## src/rtl/smca_pkg.sv

```systemverilog
// ----------------------------------------------------------------------------
// smca_pkg
// Shared types, constants and helper functions of the strided core allocator.
// ----------------------------------------------------------------------------
package smca_pkg;

    localparam int MAX_CORES   = 64;
    localparam int CORE_W      = $clog2(MAX_CORES);
    localparam int COUNT_W     = 7;
    localparam int TAG_W       = 16;
    localparam int MASK_W      = 64;
    localparam int CFG_DATA_W  = 64;
    localparam int CFG_ADDR_W  = 5;

    typedef enum logic [1:0] {
        REG_CORE_COUNT   = 2'd0,
        REG_STRIDE       = 2'd1,
        REG_CORE_ENABLE  = 2'd2,
        REG_NONE         = 2'd3
    } smca_reg_idx_t;

    localparam logic [COUNT_W-1:0] CORE_COUNT_RST   = COUNT_W'(64);
    localparam logic [COUNT_W-1:0] STRIDE_RST       = COUNT_W'(1);
    localparam logic [MASK_W-1:0]  CORE_ENABLE_RST  = '1;

    typedef enum logic [1:0] {
        ST_IDLE,
        ST_SEARCH,
        ST_ADVANCE,
        ST_EMIT
    } smca_state_t;

    typedef struct packed {
        logic load;
        logic search;
        logic advance;
        logic emit;
    } smca_cmd_t;

    typedef struct packed {
        logic search_done;
        logic adv_done;
    } smca_status_t;

    // index of the lowest set bit, zero when none is set
    function automatic logic [CORE_W-1:0] lowest_set(input logic [MASK_W-1:0] vec);
        logic [CORE_W-1:0] idx;
        idx = '0;
        for (int i = MASK_W - 1; i >= 0; i--)
        begin
            if (vec[i])
            begin
                idx = CORE_W'(i);
            end
        end
        return idx;
    endfunction

    // one strided step; c < n and 1 <= s <= n hold on entry
    function automatic logic [CORE_W-1:0] step_core(
        input logic [CORE_W-1:0]  c,
        input logic [COUNT_W-1:0] n,
        input logic [COUNT_W-1:0] s
    );
        logic [COUNT_W-1:0] sum;
        logic [COUNT_W-1:0] wrapped;
        logic [CORE_W-1:0]  res;
        sum = {1'b0, c} + s;
        if (sum >= n)
        begin
            wrapped = sum - n + COUNT_W'(1);
            res     = (wrapped == s) ? '0 : wrapped[CORE_W-1:0];
        end
        else
        begin
            res = sum[CORE_W-1:0];
        end
        return res;
    endfunction

endpackage

```

## src/rtl/smca_ifs.sv

```systemverilog
// ----------------------------------------------------------------------------
// smca_ifs
// Valid/ready channels for placement requests and placement results.
// ----------------------------------------------------------------------------
interface smca_req_if;
    logic        valid;
    logic        ready;
    logic [15:0] thread_tag;
    logic [63:0] busy_cores;

    modport source (output valid, output thread_tag, output busy_cores, input ready);
    modport sink   (input valid, input thread_tag, input busy_cores, output ready);
endinterface

interface smca_res_if;
    logic        valid;
    logic        ready;
    logic [15:0] placed_thread;
    logic [5:0]  assigned_core;
    logic        none_free;

    modport source (output valid, output placed_thread, output assigned_core,
                    output none_free, input ready);
    modport sink   (input valid, input placed_thread, input assigned_core,
                    input none_free, output ready);
endinterface

```

## src/rtl/smca_cfg_regs.sv

```systemverilog
// ----------------------------------------------------------------------------
// smca_cfg_regs
// APB register file: core count, stride and core enable mask.
// ----------------------------------------------------------------------------
module smca_cfg_regs (
    input  logic                             clk,
    input  logic                             rst_n,
    input  logic                             psel,
    input  logic                             penable,
    input  logic                             pwrite,
    input  logic [smca_pkg::CFG_ADDR_W-1:0]  paddr,
    input  logic [smca_pkg::CFG_DATA_W-1:0]  pwdata,
    output logic [smca_pkg::CFG_DATA_W-1:0]  prdata,
    output logic                             pready,
    output logic [smca_pkg::COUNT_W-1:0]     core_count,
    output logic [smca_pkg::COUNT_W-1:0]     stride,
    output logic [smca_pkg::MASK_W-1:0]      core_enable,
    output logic                             cfg_wr
);
    import smca_pkg::*;

    logic [COUNT_W-1:0] core_count_reg;
    logic [COUNT_W-1:0] stride_reg;
    logic [MASK_W-1:0]  core_enable_reg;
    smca_reg_idx_t      idx;
    logic               wr_en;

    assign pready = 1'b1;
    assign idx    = smca_reg_idx_t'(paddr[CFG_ADDR_W-1:3]);
    assign wr_en  = psel && penable && pwrite && pready;
    assign cfg_wr = wr_en && (idx != REG_NONE);

    always_ff @(posedge clk or negedge rst_n)
    begin
        if (!rst_n)
        begin
            core_count_reg   <= CORE_COUNT_RST;
            stride_reg       <= STRIDE_RST;
            core_enable_reg  <= CORE_ENABLE_RST;
        end
        else if (wr_en)
        begin
            case (idx)
                REG_CORE_COUNT:   core_count_reg   <= pwdata[COUNT_W-1:0];
                REG_STRIDE:       stride_reg       <= pwdata[COUNT_W-1:0];
                REG_CORE_ENABLE:  core_enable_reg  <= pwdata[MASK_W-1:0];
                default:          ;
            endcase
        end
    end

    always_comb
    begin
        case (idx)
            REG_CORE_COUNT:   prdata = CFG_DATA_W'(core_count_reg);
            REG_STRIDE:       prdata = CFG_DATA_W'(stride_reg);
            REG_CORE_ENABLE:  prdata = CFG_DATA_W'(core_enable_reg);
            default:          prdata = '0;
        endcase
    end

    assign core_count   = core_count_reg;
    assign stride       = stride_reg;
    assign core_enable  = core_enable_reg;

endmodule

```

## src/rtl/smca_ctrl.sv

```systemverilog
// ----------------------------------------------------------------------------
// smca_ctrl
// Sequencer: accept, strided search, pointer advance, result hand-off.
// ----------------------------------------------------------------------------
module smca_ctrl (
    input  logic                    clk,
    input  logic                    rst_n,
    input  logic                    in_valid,
    output logic                    in_ready,
    output logic                    out_valid,
    input  logic                    out_ready,
    input  smca_pkg::smca_status_t  status,
    output smca_pkg::smca_cmd_t     cmd
);
    import smca_pkg::*;

    smca_state_t state_reg;
    smca_state_t state_next;
    logic        out_valid_reg;
    logic        out_valid_next;
    logic        out_free;

    assign out_free = !out_valid_reg || out_ready;

    always_comb
    begin
        state_next = state_reg;
        case (state_reg)
            ST_IDLE:
            begin
                if (in_valid)
                begin
                    state_next = ST_SEARCH;
                end
            end
            ST_SEARCH:
            begin
                if (status.search_done)
                begin
                    state_next = ST_ADVANCE;
                end
            end
            ST_ADVANCE:
            begin
                if (status.adv_done)
                begin
                    state_next = ST_EMIT;
                end
            end
            ST_EMIT:
            begin
                if (out_free)
                begin
                    state_next = ST_IDLE;
                end
            end
            default: state_next = ST_IDLE;
        endcase
    end

    always_comb
    begin
        cmd      = '0;
        in_ready = 1'b0;
        case (state_reg)
            ST_IDLE:
            begin
                in_ready = 1'b1;
                cmd.load = in_valid;
            end
            ST_SEARCH:  cmd.search  = 1'b1;
            ST_ADVANCE: cmd.advance = 1'b1;
            ST_EMIT:    cmd.emit    = out_free;
            default:    ;
        endcase
    end

    always_comb
    begin
        if (cmd.emit)
        begin
            out_valid_next = 1'b1;
        end
        else if (out_ready)
        begin
            out_valid_next = 1'b0;
        end
        else
        begin
            out_valid_next = out_valid_reg;
        end
    end

    always_ff @(posedge clk or negedge rst_n)
    begin
        if (!rst_n)
        begin
            state_reg     <= ST_IDLE;
            out_valid_reg <= 1'b0;
        end
        else
        begin
            state_reg     <= state_next;
            out_valid_reg <= out_valid_next;
        end
    end

    assign out_valid = out_valid_reg;

    a_search_to_advance: assert property (@(posedge clk) disable iff (!rst_n)
        (state_reg == ST_SEARCH && status.search_done) |=> state_reg == ST_ADVANCE)
        else $error("search end did not start pointer advance");

    a_no_overwrite: assert property (@(posedge clk) disable iff (!rst_n)
        cmd.emit |-> (!out_valid_reg || out_ready))
        else $error("result register overwritten while held");

    a_result_held: assert property (@(posedge clk) disable iff (!rst_n)
        (out_valid_reg && !out_ready) |=> out_valid_reg)
        else $error("pending result dropped");

    a_accept_only_idle: assert property (@(posedge clk) disable iff (!rst_n)
        cmd.load |=> state_reg == ST_SEARCH)
        else $error("accepted request did not start a search");

endmodule

```

## src/rtl/smca_dp.sv

```systemverilog
// ----------------------------------------------------------------------------
// smca_dp
// Datapath: request latch, strided walker, start pointer and result register.
// ----------------------------------------------------------------------------
module smca_dp (
    input  logic                          clk,
    input  logic                          rst_n,
    input  smca_pkg::smca_cmd_t           cmd,
    output smca_pkg::smca_status_t        status,
    input  logic [smca_pkg::TAG_W-1:0]    thread_tag,
    input  logic [smca_pkg::MASK_W-1:0]   busy_cores,
    input  logic [smca_pkg::COUNT_W-1:0]  core_count,
    input  logic [smca_pkg::COUNT_W-1:0]  stride,
    input  logic [smca_pkg::MASK_W-1:0]   core_enable,
    input  logic                          cfg_wr,
    output logic [smca_pkg::TAG_W-1:0]    placed_thread,
    output logic [smca_pkg::CORE_W-1:0]   assigned_core,
    output logic                          none_free
);
    import smca_pkg::*;

    logic [COUNT_W-1:0] n_cores;
    logic [COUNT_W-1:0] s_eff;
    logic [MASK_W-1:0]  n_mask;
    logic [CORE_W-1:0]  start_value;

    logic [TAG_W-1:0]   tag_reg;
    logic [MASK_W-1:0]  busy_reg;
    logic [CORE_W-1:0]  start_reg;
    logic [CORE_W-1:0]  cur_reg;
    logic [CORE_W-1:0]  cnt_reg;
    logic [CORE_W-1:0]  chosen_reg;
    logic               flag_reg;
    logic [CORE_W-1:0]  next_start_reg;
    logic               use_lowest_reg;
    logic [TAG_W-1:0]   placed_thread_reg;
    logic [CORE_W-1:0]  assigned_core_reg;
    logic               none_free_reg;

    logic               en_cur;
    logic               wrap_hit;
    logic               free_hit;
    logic               last_pos;
    logic [CORE_W-1:0]  chosen_sel;
    logic [CORE_W-1:0]  cur_step;
    logic               adv_hit;

    always_comb
    begin
        if (core_count == '0)
        begin
            n_cores = COUNT_W'(1);
        end
        else if (core_count > COUNT_W'(MAX_CORES))
        begin
            n_cores = COUNT_W'(MAX_CORES);
        end
        else
        begin
            n_cores = core_count;
        end

        if (stride == '0)
        begin
            s_eff = COUNT_W'(1);
        end
        else if (stride > n_cores)
        begin
            s_eff = n_cores;
        end
        else
        begin
            s_eff = stride;
        end
    end

    always_comb
    begin
        for (int i = 0; i < MASK_W; i++)
        begin
            n_mask[i] = (COUNT_W'(i) < n_cores);
        end
    end

    assign start_value = use_lowest_reg ? lowest_set(core_enable & n_mask) : next_start_reg;

    assign cur_step   = step_core(cur_reg, n_cores, s_eff);
    assign last_pos   = (cnt_reg == CORE_W'(MAX_CORES - 1));
    assign en_cur     = core_enable[cur_reg];
    assign wrap_hit   = (cnt_reg != '0) && (cur_reg == start_reg) && en_cur;
    assign free_hit   = !wrap_hit && en_cur && !busy_reg[cur_reg];
    assign chosen_sel = free_hit ? cur_reg : start_reg;
    assign adv_hit    = core_enable[cur_step];

    assign status.search_done = wrap_hit || free_hit || last_pos;
    assign status.adv_done    = adv_hit || last_pos;

    always_ff @(posedge clk)
    begin
        if (cmd.load)
        begin
            tag_reg   <= thread_tag;
            busy_reg  <= busy_cores;
            start_reg <= start_value;
            cur_reg   <= start_value;
            cnt_reg   <= '0;
        end
        else if (cmd.search)
        begin
            if (status.search_done)
            begin
                chosen_reg <= chosen_sel;
                flag_reg   <= !free_hit;
                cur_reg    <= chosen_sel;
                cnt_reg    <= '0;
            end
            else
            begin
                cur_reg <= cur_step;
                cnt_reg <= cnt_reg + CORE_W'(1);
            end
        end
        else if (cmd.advance)
        begin
            if (status.adv_done)
            begin
                next_start_reg <= adv_hit ? cur_step : chosen_reg;
            end
            else
            begin
                cur_reg <= cur_step;
                cnt_reg <= cnt_reg + CORE_W'(1);
            end
        end

        if (cmd.emit)
        begin
            placed_thread_reg <= tag_reg;
            assigned_core_reg <= chosen_reg;
            none_free_reg     <= flag_reg;
        end
    end

    // pointer falls back to the lowest enabled core after reset or a write to a mapped register
    always_ff @(posedge clk or negedge rst_n)
    begin
        if (!rst_n)
        begin
            use_lowest_reg <= 1'b1;
        end
        else if (cfg_wr)
        begin
            use_lowest_reg <= 1'b1;
        end
        else if (cmd.advance && status.adv_done)
        begin
            use_lowest_reg <= 1'b0;
        end
    end

    assign placed_thread = placed_thread_reg;
    assign assigned_core = assigned_core_reg;
    assign none_free     = none_free_reg;

    a_cur_in_range: assert property (@(posedge clk) disable iff (!rst_n)
        (cmd.search || cmd.advance) |-> ({1'b0, cur_reg} < n_cores))
        else $error("walk position beyond core count");

    a_found_is_free: assert property (@(posedge clk) disable iff (!rst_n)
        (cmd.search && free_hit) |=> (!flag_reg && core_enable[chosen_reg]
                                      && !busy_reg[chosen_reg]))
        else $error("chosen core not enabled and idle");

    a_pointer_enabled: assert property (@(posedge clk) disable iff (!rst_n)
        (cmd.advance && adv_hit) |=> core_enable[next_start_reg])
        else $error("pointer advanced to a disabled core");

endmodule

```

## src/rtl/strided_masked_core_allocator.sv

```systemverilog
// Sequence: a transferred request starts a strided search over 1..64 walk positions, then
//   a pointer advance of 1..64 steps to the next enabled core; the result is registered
//   once the result register is free and is held there while it waits on ready.
// Throughput: one request at a time; the next transfer is taken only after the previous
//   result is in the result register, one core examined per cycle by the walker.
// Reset (rst_n, async low): 64 cores, stride 1, all cores enabled; pointer at lowest.
// ----------------------------------------------------------------------------
// strided_masked_core_allocator
// Places each thread on the first enabled idle core of a strided walk.
// ----------------------------------------------------------------------------
module strided_masked_core_allocator (
    input  logic                             clk,
    input  logic                             rst_n,
    smca_req_if.sink                         req,
    smca_res_if.source                       res,
    input  logic                             psel,
    input  logic                             penable,
    input  logic                             pwrite,
    input  logic [smca_pkg::CFG_ADDR_W-1:0]  paddr,
    input  logic [smca_pkg::CFG_DATA_W-1:0]  pwdata,
    output logic [smca_pkg::CFG_DATA_W-1:0]  prdata,
    output logic                             pready
);
    import smca_pkg::*;

    logic [COUNT_W-1:0] core_count;
    logic [COUNT_W-1:0] stride;
    logic [MASK_W-1:0]  core_enable;
    logic               cfg_wr;
    smca_cmd_t          cmd;
    smca_status_t       status;

    smca_cfg_regs u_cfg (
        .clk          (clk),
        .rst_n        (rst_n),
        .psel         (psel),
        .penable      (penable),
        .pwrite       (pwrite),
        .paddr        (paddr),
        .pwdata       (pwdata),
        .prdata       (prdata),
        .pready       (pready),
        .core_count   (core_count),
        .stride       (stride),
        .core_enable  (core_enable),
        .cfg_wr       (cfg_wr)
    );

    smca_ctrl u_ctrl (
        .clk       (clk),
        .rst_n     (rst_n),
        .in_valid  (req.valid),
        .in_ready  (req.ready),
        .out_valid (res.valid),
        .out_ready (res.ready),
        .status    (status),
        .cmd       (cmd)
    );

    smca_dp u_dp (
        .clk           (clk),
        .rst_n         (rst_n),
        .cmd           (cmd),
        .status        (status),
        .thread_tag    (req.thread_tag),
        .busy_cores    (req.busy_cores),
        .core_count    (core_count),
        .stride        (stride),
        .core_enable   (core_enable),
        .cfg_wr        (cfg_wr),
        .placed_thread (res.placed_thread),
        .assigned_core (res.assigned_core),
        .none_free     (res.none_free)
    );

endmodule

```

## src/flat_wrapper.sv

```systemverilog
// flat-port wrapper written by rule: the top's interface ports become plain ports
module strided_masked_core_allocator_flat import smca_pkg::*;
  (clk, rst_n, psel, penable, pwrite, paddr, pwdata, prdata, pready, req_valid, req_thread_tag, req_busy_cores, req_ready, res_valid, res_placed_thread, res_assigned_core, res_none_free, res_ready);
  smca_req_if req_i ();
  smca_res_if res_i ();
  input  logic clk;
  input  logic rst_n;
  input  logic psel;
  input  logic penable;
  input  logic pwrite;
  input  logic [smca_pkg::CFG_ADDR_W-1:0] paddr;
  input  logic [smca_pkg::CFG_DATA_W-1:0] pwdata;
  output logic [smca_pkg::CFG_DATA_W-1:0] prdata;
  output logic pready;
  input wire logic [$bits(req_i.valid)-1:0] req_valid;
  input wire logic [$bits(req_i.thread_tag)-1:0] req_thread_tag;
  input wire logic [$bits(req_i.busy_cores)-1:0] req_busy_cores;
  output wire logic [$bits(req_i.ready)-1:0] req_ready;
  output wire logic [$bits(res_i.valid)-1:0] res_valid;
  output wire logic [$bits(res_i.placed_thread)-1:0] res_placed_thread;
  output wire logic [$bits(res_i.assigned_core)-1:0] res_assigned_core;
  output wire logic [$bits(res_i.none_free)-1:0] res_none_free;
  input wire logic [$bits(res_i.ready)-1:0] res_ready;
  assign req_i.valid = req_valid;
  assign req_i.thread_tag = req_thread_tag;
  assign req_i.busy_cores = req_busy_cores;
  assign req_ready = req_i.ready;
  assign res_valid = res_i.valid;
  assign res_placed_thread = res_i.placed_thread;
  assign res_assigned_core = res_i.assigned_core;
  assign res_none_free = res_i.none_free;
  assign res_i.ready = res_ready;
  strided_masked_core_allocator u_core (.clk(clk), .rst_n(rst_n), .req(req_i), .res(res_i), .psel(psel), .penable(penable), .pwrite(pwrite), .paddr(paddr), .pwdata(pwdata), .prdata(prdata), .pready(pready));
endmodule
```

## config.mk

```make
export PLATFORM = sky130hd
export DESIGN_NAME = strided_masked_core_allocator_flat
export DESIGN_NICKNAME = d
export VERILOG_FILES = /design/src/rtl/smca_pkg.sv /design/src/rtl/smca_ifs.sv /design/src/rtl/smca_cfg_regs.sv /design/src/rtl/smca_ctrl.sv /design/src/rtl/smca_dp.sv /design/src/rtl/strided_masked_core_allocator.sv /design/src/flat_wrapper.sv
export SDC_FILE = /design/constraint.sdc
export NUM_CORES = 1
export LEC_CHECK = 0
export ABC_AREA = 0
export BUFFER_PORTS_ARGS = -buffer_cell sky130_fd_sc_hd__buf_2
export CAP_MARGIN = 20
export CORE_MARGIN = 3
export CORE_UTILIZATION = 57
export DETAILED_ROUTE_END_ITERATION = 10
export GPL_TIMING_DRIVEN = 1
export HOLD_SLACK_MARGIN = 0.1
export PLACE_DENSITY_LB_ADDON = 0.05
export SYNTH_ARGS = -nofsm -noshare
export SYNTH_HDL_FRONTEND = slang
export SYNTH_SLANG_ARGS = --single-unit
```

## constraint.sdc

```tcl
create_clock -name clk -period 8.5 [get_ports clk]
set_clock_uncertainty 0.15 [all_clocks]
set_input_delay 1.7 -clock clk [delete_from_list [all_inputs] [get_ports clk]]
set_output_delay 1.7 -clock clk [all_outputs]
set_load 0.05 [all_outputs]
```

# [After elaboration in Yosys (flattened, before gate mapping)]
# Index checks and enable logic that the tools add are counted.
[word_totals] register_bits=216 latch_bits=0 ramBits=0 romBits=0 out_inout_bits=90 n_memories=0
[classes] addsub=4 n_mul=0 div=0 n_lt_le_gt_ge=69 n_eq_ne=15 shift=0 n_mux=103 n_bitwise=3 reduce_logical=33
[ops] op="$mux 6" count=78
[ops] op="$lt 6x7->1 const A" count=32
[ops] op="$pmux 64 s3" count=1
[ops] op="$lt 5x7->1 const A" count=16
[ops] op="$and 64x64->64" count=1
[ops] op="$lt 4x7->1 const A" count=8
[ops] op="$lt 3x7->1 const A" count=4
[ops] op="$mux 7" count=4
[ops] op="$bmux 1 s6" count=3
[ops] op="$logic_not 7->1" count=2
[ops] op="$lt 1x7->1 const A" count=2
[ops] op="$lt 2x7->1 const A" count=2
[ops] op="$lt 6x7->1 const B" count=2
[ops] op="$mux 1" count=12
[ops] op="$reduce_and 2->1" count=5
[ops] op="$logic_and 1x1->1" count=8
[ops] op="$mux 2" count=4
[ops] op="$ne 2x2->1 const B" count=4
[ops] op="$pmux 2 s4" count=1
[ops] op="$reduce_and 4->1" count=2
[ops] op="$add 6x7->7" count=1
[ops] op="$add 7x1->7 const B" count=1
[ops] op="$eq 7x7->1" count=1
[ops] op="$ge 7x7->1" count=1
[ops] op="other kinds (18)" count=32

# [Depth between registers and ports, before layout]
[depth] word_depth=71 depth_mapped=36 mapped_depth_nobuf=33

# [Modules after synthesis]
# From an unflattened synthesis, not the netlist that was laid out.
[unflattened] cells_unflattened=1125 hier_area_um2=13040.0
[by_module_without_submodules] mod="smca_dp" n_inst=1 cells_per_inst=844 area_per_inst_um2=9175.0 seq_area_each_um2=3990.1
[by_module_without_submodules] mod="smca_cfg_regs" n_inst=1 cells_per_inst=259 area_per_inst_um2=3597.2 seq_area_each_um2=2034.5
[by_module_without_submodules] mod="smca_ctrl" n_inst=1 cells_per_inst=22 area_per_inst_um2=267.8 seq_area_each_um2=75.1

# [Worst setup path after synthesis]
# No wires, ideal clock.
[synth_timing] kind="register -> register" start="register u_core.u_cfg.core_count_reg[6], in the netlist u_core.u_cfg.core_count[6]" end="register u_core.u_dp.next_start_reg[0], enable pin" setup_ns=0.381 arrival_time_ns=6.651 t_required_ns=7.969 slack_ns=1.318 stages_incl_launch_ff=36 path_buffers=2 synth_period_minus_slack_ns=7.182 cell_sequence="dfstp_2 -> buf_6 -> inv_2 -> a22oi_2 -> inv_1 -> ha_1 -> nand3b_1 -> a21oi_1 -> o21ai_2 -> nand2_1 -> o211ai_1 -> ha_1 -> inv_1 -> fa_1 -> inv_1 -> a21o_1 -> a21oi_1 -> o21bai_1 -> a21o_1 -> xnor2_1 -> inv_1 -> fa_1 -> or3b_2 -> o221ai_1 -> or3b_1 -> xnor2_1 -> a22oi_2 -> nor4_2 -> buf_4 -> or4_1 -> a31oi_1 -> a32oi_2 -> a21oi_2 -> nor2_4 -> a21bo_1 -> nor3_1"
[synth_via] elab_chain_len=16
[synth_rtl] item="from (decl)" line_no="smca_cfg_regs.sv:22" text="logic [COUNT_W-1:0] core_count_reg;"
[synth_rtl] item="from (signal assigned)" line_no="smca_cfg_regs.sv:44" text="REG_CORE_COUNT: core_count_reg <= pwdata[COUNT_W-1:0];"
[synth_rtl] item="$gt 7x7->1" line_no="smca_dp.sv:54" text="else if (core_count > COUNT_W'(MAX_CORES))"
[synth_rtl] item="$mux 7" line_no="smca_dp.sv:54"
[synth_rtl] item="$mux 7 (*)" line_no="smca_dp.sv:50" text="if (core_count == '0)"
[synth_rtl] item="$gt 7x7->1" line_no="smca_dp.sv:67" text="else if (stride > n_cores)"
[synth_rtl] item="$mux 7" line_no="smca_dp.sv:67"
[synth_rtl] item="$mux 7" line_no="smca_dp.sv:63" text="if (stride == '0)"
[synth_rtl] item="$add 6x7->7" line_no="smca_pkg.sv:68" text="sum = {1'b0, c} + s;"
[synth_rtl] item="$sub 7x7->7" line_no="smca_pkg.sv:71" text="wrapped = sum - n + COUNT_W'(1);"
[synth_rtl] item="$add 7x1->7" line_no="smca_pkg.sv:71"
[synth_rtl] item="$eq 7x7->1" line_no="smca_pkg.sv:72" text="res = (wrapped == s) ? '0 : wrapped[CORE_W-1:0];"
[synth_rtl] item="$mux 6" line_no="smca_pkg.sv:72"
[synth_rtl] item="$mux 6 (*)" line_no="smca_pkg.sv:69" text="if (sum >= n)"
[synth_rtl] item="$bmux 1 s6 (*)" line_no="smca_dp.sv:93" text="assign adv_hit = core_enable[cur_step];"
[synth_rtl] item="$mux 1 (implied by the code) (*)" line_no="smca_dp.sv:93"
[synth_rtl] item="$logic_or 1x1->1 (*)" line_no="smca_dp.sv:96" text="assign status.adv_done = adv_hit || last_pos;"
[synth_rtl] item="$reduce_and 4->1 (no line) (*)"
[synth_rtl] item="to (signal assigned)" line_no="smca_dp.sv:127" text="next_start_reg <= adv_hit ? cur_step : chosen_reg;"
[synth_rtl] item="to (decl)" line_no="smca_dp.sv:34" text="logic [CORE_W-1:0] next_start_reg;"
# Every way passes the cells marked *; elsewhere a longest branch is shown, timed or not. The select of a mux whose other input is x is not followed.
# A chain may end at the register's enable or synchronous reset.

# [Final worst setup path]
[layout_timing] start="register u_core.u_cfg.core_count_reg[6], in the netlist u_core.u_cfg.core_count[6]" end="register u_core.u_dp.next_start_reg[2], enable pin"
# The elaborated chain is that of the path after synthesis.

==> out/results.ini <==
[yosys]
synth_nets = 1373
syn_area_um2 = 13200
yosysSeqAreaShare_pct = 46.1
synth_xor_area_share_pct = 1.46
synthArstFlopShare_pct = 38.0
synth-compound-area-share_pct = 15.7
synth_top_family_by_area = multiplexers
synth.most_common_cell = edfxtp_1
yosysTopAreaCell = edfxtp_1
synth_area_leaders = edfxtp_1 29%, dfstp_2 13%, mux2_2 7.2%
yosys-top-cells-count = 128 x edfxtp_1, 104 x o21ai_0, 84 x mux2_2
postSynthCellCount = 1180
ys_warn_count = 0
ys.flop_type = edfxtp_1
synthAdderAreaFrac_pct = 3.73
synth_enable_flop_cells = 128
ys_ff_latch = 216
synth.area.mux_share_pct = 16.7
yosys.area_share.simple_pct = 12.4
synth.distinct_cells = 92
synth_top_area_share_pct = 29.1
syn_area_per_cell_um2 = 11.2

[critical_path]
crit_path_end_kind = flip-flop
required_ps = 8520
rr_worst_depth = 33
cpMaxStageDelayCell = dfstp_2
crit_type = flip-flop to flip-flop
timing.critical_path.mode_cell = inv_1
cp-start-kind = flip-flop
path_max_fanout = 8
reg2reg_to = u_core.u_dp.next_start_reg[2]
crit-reg2reg-launch = u_core.u_cfg.core_count[6]
arrival_ps = 8070
max_stage_delay_ps = 630
r2r_slack_ps = 450

[detailed_routing]
drt_wl_total_um = 39700
drt_iter0_markers = 927
drc = 0
antenna_left = 0
wire_per_inst_um = 22.1
num_vias = 11264
vias_per_cell = 6.28
detail_route.first_pass.iterations = 5

[floorplan]
num_io_pins = 246
core_area_um2 = 22700
initial_core_util_pct = 58.2
die_w_um = 158
rows = 55
fp.dieH_um = 158
die-area_um2 = 25100

[timing]
fin_crit_ps = 8050
worst_pin_slew_ps = 996
finalMaxSlewViolations = 0
relSlewSlack_pct = 33.6
finalHoldViolCount = 0
setup-tns-final_ps = 0
setup_violations = 0
hold-worst-slack_ps = 264
fin_crit_sh_pct = 94.8
grt_setup_unrepaired = no
fmax_ghz = 0.124

[cts]
clock_path_buffers = 3
cts_setup_buffers = 0
clkTransAtPathRegs_ps = 60
htree_levels = 1
clk_latency_ps = 510
cts_root_buffer = clkbuf_16
cts_tree = built
cts_made_buffers = 23
clock_sinks = 216

[placement]
place_area_um2 = 15300
hpwl_um = 28900
gp_congestion = 1.02
port_buffers = 241

[cells_and_area]
syn_to_final_growth_pct = 21.8
drive_above_1_share_pct = 39.6
final_util_pct = 70.9
fin_area_um2 = 16100
antenna_cells = 0
finalNetCount = 1687
nFillCells = 1656

[job]
maxCapViolCount = 0

[global_routing]
antenna_found_initial = 1
grt_usage_pct = 31.0
grt_pass1_vias = 10961
grt_max_degree = 86
grt_overflow_total = 0
grt_pass1_wl_um = 60600

[min_path]
holdPathStages = 0
min_to = u_core.u_dp.placed_thread[6]
min_from = u_core.u_dp.tag_reg[6]
worstHoldPathType = flip-flop to flip-flop

[outcome]
status = completed

[layer usage]
metal,GRT usage [%],vias to the layer above,routed length [um]
met4,11.7,4,1610
met3,6.71,127,3610
met2,51.9,589,19100
li1,-,5103,-
met5,0,-,46
met1,39.9,5441,15300
[per-stage QoR]
stage,setup slack (ps),cells
after floorplan,1320,1180
after CTS,212,1793
after detailed placement,296,1752
final,446,1795
after global placement,415,1752
after global routing,127,1795
[cell families (layout without fill, tap and decap cells)]
kind of cell             count (synthesis)  count (layout)
AO/OA/AOI/OAI                          318             318
XOR/XNOR                                22              22
adder cells (fa/ha/maj)                 37              37
buffers and inverters                  116             445
flip-flops                             216             216
multiplexers                           153             153
other                                    1               1
AND/OR/NAND/NOR                        317             318
[worst max-delay path: cells and delay by family, from the launching register on]
family / cells / cell delay, ps
buffers and inverters: 6 / 650
adders and majority gates: 4 / 1470
xor gates and xnor gates: 2 / 320
and+or+nand+nor: 7 / 1750
AOI/OAI and AO/OA: 14 / 2760
DFF: 1 / 630
[repair_timing]
item                                   CTS  global route
resized for setup                        0             2
endpoints found under the hold margin    0             0
setup endpoints to repair                0             6
hold buffers                             0             0
[how the worst max path moves through the flow]
stage	startpoint	to	depth (start not counted)
CTS	u_core.u_cfg.core_count[6]	u_core.u_dp.next_start_reg[2]	33
global placement	u_core.u_cfg.core_count[6]	u_core.u_dp.next_start_reg[2]	33
global route	u_core.u_cfg.core_count[6]	u_core.u_dp.next_start_reg[2]	33
floorplan	u_core.u_cfg.core_count[6]	u_core.u_dp.next_start_reg[0]	35
detailed placement	u_core.u_cfg.core_count[6]	u_core.u_dp.next_start_reg[2]	33
finish	u_core.u_cfg.core_count[6]	u_core.u_dp.next_start_reg[2]	33
[cell type report]
class,instances,area [um^2],share of cell area (%)
clock buffers,28,604,3.75
clock inverters,13,169,1.05
inverters,57,215,1.34
multi-input cells,849,6660,41.3
flip-flops and latches,216,6100,37.9
well taps,285,357,2.21
repair buffers,347,2000,12.4
[cell usage in the layout (no fill, tap or decap), types with 17 or more instances in the layout]
cell type / synthesis / routed
buf_4: 3 / 106
clkbuf_16: 0 / 23
a21oi_1: 57 / 57
xnor2_1: 17 / 17
inv_1: 55 / 54
mux2i_1: 23 / 23
ha_1: 33 / 33
nand3_1: 28 / 28
dfstp_2: 67 / 67
mux4_2: 33 / 33
o21ai_0: 104 / 104
mux2_2: 84 / 84
nand2_1: 81 / 81
edfxtp_1: 128 / 128
a21o_1: 17 / 17
and2_1: 63 / 63
a31oi_1: 24 / 24
buf_2: 8 / 240
nor2_1: 63 / 63
Power is not shown: default switching activity piles up to over one toggle a cycle in this logic, so the estimate is an artifact.
